**src/sv/qrc_pkg.sv**
```systemverilog
// ----------------------------------------------------------------------------
// qrc_pkg
// Shared widths, types and tables for the quad rotation unit.
// ----------------------------------------------------------------------------
package qrc_pkg;

  // Field formats
  localparam int COORD_W      = 20;
  localparam int ANGLE_W      = 16;
  localparam int TRIG_FRAC    = 15;
  localparam int CORNERS      = 4;

  // CORDIC working format
  localparam int TURN_W       = 32;
  localparam int WORK_FRAC    = 30;
  localparam int CORDIC_STEPS = 30;
  localparam int CW           = WORK_FRAC + 4;

  // Derived datapath widths
  localparam int SUM_W  = COORD_W + 2;
  localparam int DIFF_W = COORD_W + 3;
  localparam int TRIG_W = TRIG_FRAC + 2;
  localparam int PROD_W = DIFF_W + TRIG_W;
  localparam int ACC_W  = PROD_W + 2;

  // Pipeline: input, CORDIC steps, trig finish, product, sum, output
  localparam int N_STG = CORDIC_STEPS + 5;

  typedef logic signed [COORD_W-1:0] coord_t;
  typedef logic signed [SUM_W-1:0]   sum_t;
  typedef logic signed [DIFF_W-1:0]  diff_t;
  typedef logic signed [TRIG_W-1:0]  trig_t;
  typedef logic signed [CW-1:0]      cord_t;

  // Centroid sums and corner offsets, in quarter coordinate steps
  typedef struct packed {
    sum_t                 sx;
    sum_t                 sy;
    diff_t [CORNERS-1:0]  dx;
    diff_t [CORNERS-1:0]  dy;
  } geom_t;

  // Gain-compensated start vector, Q30
  localparam cord_t X_INIT = CW'(652032874);

  // Arctangent of 2^-i in units of 2^-32 turn
  localparam cord_t ATAN_TAB [CORDIC_STEPS] = '{
    CW'(536870912), CW'(316933406), CW'(167458907), CW'(85004756),
    CW'(42667331),  CW'(21354465),  CW'(10679838),  CW'(5340245),
    CW'(2670163),   CW'(1335087),   CW'(667544),    CW'(333772),
    CW'(166886),    CW'(83443),     CW'(41722),     CW'(20861),
    CW'(10430),     CW'(5215),      CW'(2608),      CW'(1304),
    CW'(652),       CW'(326),       CW'(163),       CW'(81),
    CW'(41),        CW'(20),        CW'(10),        CW'(5),
    CW'(3),         CW'(1)
  };

endpackage

```
**src/sv/qrc_lane.sv**
```systemverilog
// ----------------------------------------------------------------------------
// qrc_lane
// Rotates one corner about the centroid: four products, sum with the
// centroid offset, round to nearest and saturate. Three stages.
// ----------------------------------------------------------------------------
module qrc_lane (
  input  logic            clk,
  input  logic            en,
  input  qrc_pkg::diff_t  dx,
  input  qrc_pkg::diff_t  dy,
  input  qrc_pkg::sum_t   sx,
  input  qrc_pkg::sum_t   sy,
  input  qrc_pkg::trig_t  cs,
  input  qrc_pkg::trig_t  sn,
  output qrc_pkg::coord_t rx,
  output qrc_pkg::coord_t ry
);
  import qrc_pkg::*;

  localparam int SHR_W = ACC_W - TRIG_FRAC - 2;

  typedef logic signed [PROD_W-1:0] prod_t;
  typedef logic signed [ACC_W-1:0]  acc_t;
  typedef logic signed [SHR_W-1:0]  shr_t;

  localparam acc_t RND  = acc_t'(1) <<< (TRIG_FRAC + 1);
  localparam shr_t CMAX = {{(SHR_W-COORD_W+1){1'b0}}, {(COORD_W-1){1'b1}}};
  localparam shr_t CMIN = {{(SHR_W-COORD_W+1){1'b1}}, {(COORD_W-1){1'b0}}};

  function automatic coord_t sat(input shr_t v);
    coord_t res;
    if (v > CMAX) begin
      res = COORD_W'(CMAX);
    end else if (v < CMIN) begin
      res = COORD_W'(CMIN);
    end else begin
      res = COORD_W'(v);
    end
    return res;
  endfunction

  prod_t  xc_r, ys_r, xs_r, yc_r;
  sum_t   sx_r, sy_r;
  acc_t   accx_r, accy_r, accx_nxt, accy_nxt;
  shr_t   vx, vy;
  coord_t rx_r, ry_r;

  // Products
  always_ff @(posedge clk) begin
    if (en) begin
      xc_r <= PROD_W'(dx * cs);
      ys_r <= PROD_W'(dy * sn);
      xs_r <= PROD_W'(dx * sn);
      yc_r <= PROD_W'(dy * cs);
      sx_r <= sx;
      sy_r <= sy;
    end
  end

  // Combine with the centroid and the rounding half step
  always_comb begin
    accx_nxt = ACC_W'(xc_r) - ACC_W'(ys_r) + (ACC_W'(sx_r) <<< TRIG_FRAC) + RND;
    accy_nxt = ACC_W'(xs_r) + ACC_W'(yc_r) + (ACC_W'(sy_r) <<< TRIG_FRAC) + RND;
  end

  always_ff @(posedge clk) begin
    if (en) begin
      accx_r <= accx_nxt;
      accy_r <= accy_nxt;
    end
  end

  // Drop the fraction and saturate
  always_comb begin
    vx = SHR_W'(accx_r >>> (TRIG_FRAC + 2));
    vy = SHR_W'(accy_r >>> (TRIG_FRAC + 2));
  end

  always_ff @(posedge clk) begin
    if (en) begin
      rx_r <= sat(vx);
      ry_r <= sat(vy);
    end
  end

  assign rx = rx_r;
  assign ry = ry_r;

endmodule

```
**config.mk**
```make
export PLATFORM = sky130hd
export DESIGN_NAME = qrc_lane
export DESIGN_NICKNAME = d
export VERILOG_FILES = /design/src/sv/qrc_pkg.sv /design/src/sv/qrc_lane.sv
export SDC_FILE = /design/constraint.sdc
export NUM_CORES = 2
export LEC_CHECK = 0
export BUFFER_PORTS_ARGS = -buffer_cell sky130_fd_sc_hd__buf_2
export CAP_MARGIN = 0
export CORE_ASPECT_RATIO = 0.6
export CORE_UTILIZATION = 51
export DETAILED_ROUTE_END_ITERATION = 16
export GPL_ROUTABILITY_DRIVEN = 1
export PLACE_DENSITY = 0.7
export SYNTH_ARGS = -nofsm -noshare
export SYNTH_HDL_FRONTEND = slang
export SYNTH_SLANG_ARGS = --single-unit
export TNS_END_PERCENT = 30
```
**constraint.sdc**
```tcl
create_clock -name clk -period 8.29 [get_ports clk]
set_input_delay 0.4145 -clock clk [delete_from_list [all_inputs] [get_ports clk]]
set_output_delay 0.4145 -clock clk [all_outputs]
set_load 0.01 [all_outputs]
```
# After elaboration in Yosys (flattened, before gate mapping)
# Cells that the tools add are included.
dict set report word_totals {
  inputBits 126
  reg_bits 328
  out_inout_bits 40
  word_cells 26
}
dict set report op_classes {
  add_sub_neg 6
  magnitude_cmp 4
  mux 2
  mul 4
}
# cell n
set ops {}
lappend ops {{$mul A23 B17 Y40} 4}
lappend ops {{$add A41 B37 Y42} 2}
lappend ops {{$add A42 B18 Y42 const B} 2}
lappend ops {{$gt A25 B20 Y1 const B} 2}
lappend ops {{$lt A25 B20 Y1 const B} 2}
lappend ops {{$add A40 B40 Y41} 1}
lappend ops {{$sub A40 B40 Y41} 1}
lappend ops {{$mux W20} 2}

# Logic depth before layout (Yosys ltp)
dict set report depth {
  word_depth 3
  depth_mapped 29
  depth_no_buf 27
}

# Least setup slack after synthesis
# OpenSTA, ideal clock, no wires.
dict set report synth_timing {
  path_kind {in2reg}
  start {in cs[2]}
  end {reg yc_r[39] (data pin)}
  slack_ps 1245
  cell_stages 28
  t_arrival_ps 6785
  setup_ps 260
  n_path_buf 3
  required_ps 8030
  cell_sequence {clkbuf_1 -> clkbuf_1 -> nand2_1 -> inv_1 -> fa_1 -> fa_1 -> inv_1 -> fa_1 -> inv_1 -> fa_1 -> fa_1 -> inv_1 -> fa_1 -> inv_1 -> ha_1 -> clkbuf_1 -> a21o_1 -> a21o_1 -> a21o_1 -> a21o_1 -> a2111oi_0 -> o21ai_0 -> a31o_2 -> a21boi_1 -> o21ai_0 -> a21o_1 -> a21oi_1 -> xnor2_1}
}
dict set report synth_via {
  elab_chain_cells 1
}
# element line_no
set synth_rtl {}
lappend synth_rtl {{start, declared} qrc_lane.sv:13} ;# input qrc_pkg::trig_t cs,
lappend synth_rtl {{$mul A23 B17 Y40} qrc_lane.sv:54} ;# yc_r <= PROD_W'(dy * cs);
lappend synth_rtl {{end signal, assigned} qrc_lane.sv:54}
lappend synth_rtl {{end, declared} qrc_lane.sv:42} ;# prod_t xc_r, ys_r, xs_r, yc_r;
# Every way passes these cells.
# A chain may end at the register's enable or synchronous reset.

# Worst setup path after layout
dict set report layout_timing {
  start {in cs[16]}
  end {reg yc_r[39] (data pin)}
}
# The elaborated chain is that of the path after synthesis.

==> impl_results.md <==
* Reg2Reg Depth at 17
* Residual DRC count at 0
* Post-synth top area share at about 46%
* Setup Buffers After CTS at 0
* Final WL at 182.9 mm
* Final Skew at 0.04979 ns
* Synth top area cells: fa_1 (46%), edfxtp_1 (13%), ha_1 (10%)
* Nature of the critical path endpoint: flip-flop
* Final Setup Violations at 0
* 1st-iter DRT viols at 3618
* Post-synth EDFFs at 294
* WL per Instance at 20.40 um
* Slowest CP cell: inv_1
* Pre-CTS WS at 0.5581 ns
* H-tree Lvls at 2
* Max_slew headroom at 16.92%
* Synth cell types at 63
* Final nets at 9421
* Ys flop type: edfxtp_1
* Initial DRT Pass Iterations at 6
* Top-count cell post-synth: inv_1
* Vias at 47320
* Synthesized area at 0.06978 sq mm
* Die Y at 288.5 um
* Worst-margin pin slew at 1.245 ns
* CP most frequent cell: fa_1
* Max Cap Viol at 0
* Layout cells sized above 1 at between 5 and 6%
* CP max stage delay at 0.88 ns
* Critical Path RT at 8.60 ns
* Worst-path clk slew at approximately 0.060 ns
* RSZ-0062 raised after global routing: false
* Die area at 0.1384 sq mm
* Outcome: complete, no violations
* ANT nets after route at 0
* Area delta synth->final at 6.322%
* Die width at 479.5 um
* Final Cycle Share at 86.79%
* Cts repair resizes at 0
* Synth top cells by count: inv_1 (1730), fa_1 (1594), nand2_1 (868), and2_1 (670), ha_1 (570)
* Initial cell density of the core at 51.71%
* FP Rows at 104
* Worst-case clock buffer depth at 3
* Initial antenna violation count at 12
* Global route total overflow at 0
* Final count of pins violating max slew at 0
* First-pass GRT wire length at 293.2 mm
* Cells after synthesis at 7089
* Critical Setup Path Class: in -> reg
* Minimum clock period at 7.195 ns
* Clk_lat worst skew at 0.60 ns
* Ys Warns at 0
* Vias in the first global route at 51660
* Port buffer count at between 150 and 200
* Syn nets at 9379
* Post-DP HPWL at roughly 150 mm
* FMAX at 139.0 MHz
* Largest area contributor in the netlist: fa_1
* Hold Path Class: in -> reg
* Gpl congestion at between 0.9 and 1
* CTS tree: yes
* Crit path DAT at 7.51 ns
* Register area share after synthesis at 12.65%
* Hold-critical path depth at 1
* Largest net degree at the start of global routing at 143
* CP cell instances: buf_2 -> inv_1 -> nor2_1 -> fa_1 -> fa_1 -> fa_1 -> fa_1 -> fa_1 -> inv_1 -> fa_1 -> inv_1 -> ha_1 -> a21o_1 -> a21o_1 -> a21oi_1 -> nand3_1 -> a211oi_1 -> o21ai_0 -> a31o_2 -> a21boi_1 -> o21ai_0 -> a21o_1 -> a21oi_1 -> xnor2_1
* Core Region at 0.1349 sq mm
* Worst hold slack at about 0.031 ns
* Mean Syn Cell Area at ~9.8 sq um
* Root buffer cell: clkbuf_16
* TritonCTS Buffers at 36
* Vias per cell at ~5.3
* Num Clock Sinks at a little under 300
* Synth Register Bits at 294
* Post-CTS Hold Fix Bufs at 29
* Synth async-reset ratio at 0%
* Fillers at 11710
* Number of placed I/O pins at 166
* Final Hold Vio Count at 0
* Startpoint Class: input port
* Critical Path Fanout Max at 20
* Setup_tns at 0 ns
* Gr usage total at 27.65%
* Setup ws final at 1.095 ns
cell usage in the layout, fill, tap and decap left out, types with 13 or more instances in the layout:
cell | Yosys | routed
xor2_1 | 57 | 57
xnor2_1 | 154 | 154
edfxtp_1 | 294 | 294
clkbuf_16 | 0 | 37
a31oi_1 | 14 | 14
a211oi_1 | 13 | 13
nor2_1 | 176 | 176
nor3_1 | 22 | 22
dlygate4sd3_1 | 0 | 29
o21a_1 | 64 | 64
o21ai_0 | 68 | 68
and2_1 | 670 | 670
a21oi_1 | 144 | 144
inv_1 | 1730 | 1730
o21bai_1 | 21 | 21
nand3_1 | 28 | 28
nand2b_1 | 40 | 40
fa_1 | 1594 | 1594
nor2b_1 | 20 | 20
buf_4 | 0 | 117
a21o_1 | 96 | 96
nand2_1 | 868 | 868
ha_1 | 570 | 570
and3_1 | 19 | 19
buf_2 | 0 | 164
final cells by class:
| type | count | area (sq um) | share of cell area, % |
|---|---|---|---|
| multi-input combinational | 4751 | 53280 | 71.81 |
| sequential | 294 | 8828 | 11.90 |
| inverter | 1731 | 6497 | 8.758 |
| tap | 1802 | 2255 | 3.039 |
| timing repair buffer | 317 | 2125 | 2.864 |
| clock buffer | 41 | 940.9 | 1.268 |
| clock inverter | 25 | 254.0 | 0.3423 |
| antenna | 5 | 12.51 | 0.01686 |
critical path: cells and delay by family:
family | cells | cell delay, ns
adder cells (fa/ha/maj) | 7 | 3.26
AO/OA/AOI/OAI | 10 | 2.39
buffers and inverters | 4 | 1.08
AND/OR/NAND/NOR | 2 | 0.25
XOR/XNOR | 1 | 0.08
cells by family (layout without fill, tap and decap cells):
family | count (synthesis) | in the layout | synth area share [%]
muxes | 1 | 1 | 0.01434
other | 0 | 5 | 0
xor gates and xnor gates | 211 | 211 | 2.648
and+or+nand+nor | 1875 | 1875 | 13.00
DFF | 294 | 294 | 12.65
adders and majority gates | 2164 | 2164 | 55.95
buffers and inverters | 2044 | 2114 | 10.99
AOI/OAI and AO/OA | 500 | 500 | 4.741
routing by layer:
layer	vias to the layer above	global-route usage (%)	wire [um]
met4	2	6.977	4640
li1	21030	-	-
met3	262	9.372	23260
met1	23980	38.84	78150
met5	-	0	11
met2	2045	41.21	76870
state kept, by name, indices dropped and copies added, names as in the netlist:
name,count
yc_r,40
rx,20
xs_r,40
ry,20
ys_r,40
sy_r,22
xc_r,40
sx_r,22
accy_r,25
accx_r,25
per-stage QoR:
stage	area, sq um	instances	util, %
6_report	74190	8966	54.98
3_5_place_dp	72690	8866	53.87
3_3_place_gp	72690	8866	53.87
5_1_grt	74190	8964	54.98
4_1_cts	74180	8961	54.97
2_1_floorplan	69780	7089	-
path summary, 6_finish.rpt:
path | start | to | slack, ns
worst min register to register | accy_r[41] | ry[19] | 0.49
worst min-delay path | sx[0] | sx_r[0] | 0.03
worst max-delay path | cs[16] | yc_r[39] | 1.10
worst max register to register | xc_r[18] | accx_r[41] | 3.69
Power is not shown: default switching activity piles up to over one toggle a cycle in this logic, so the estimate is an artifact.
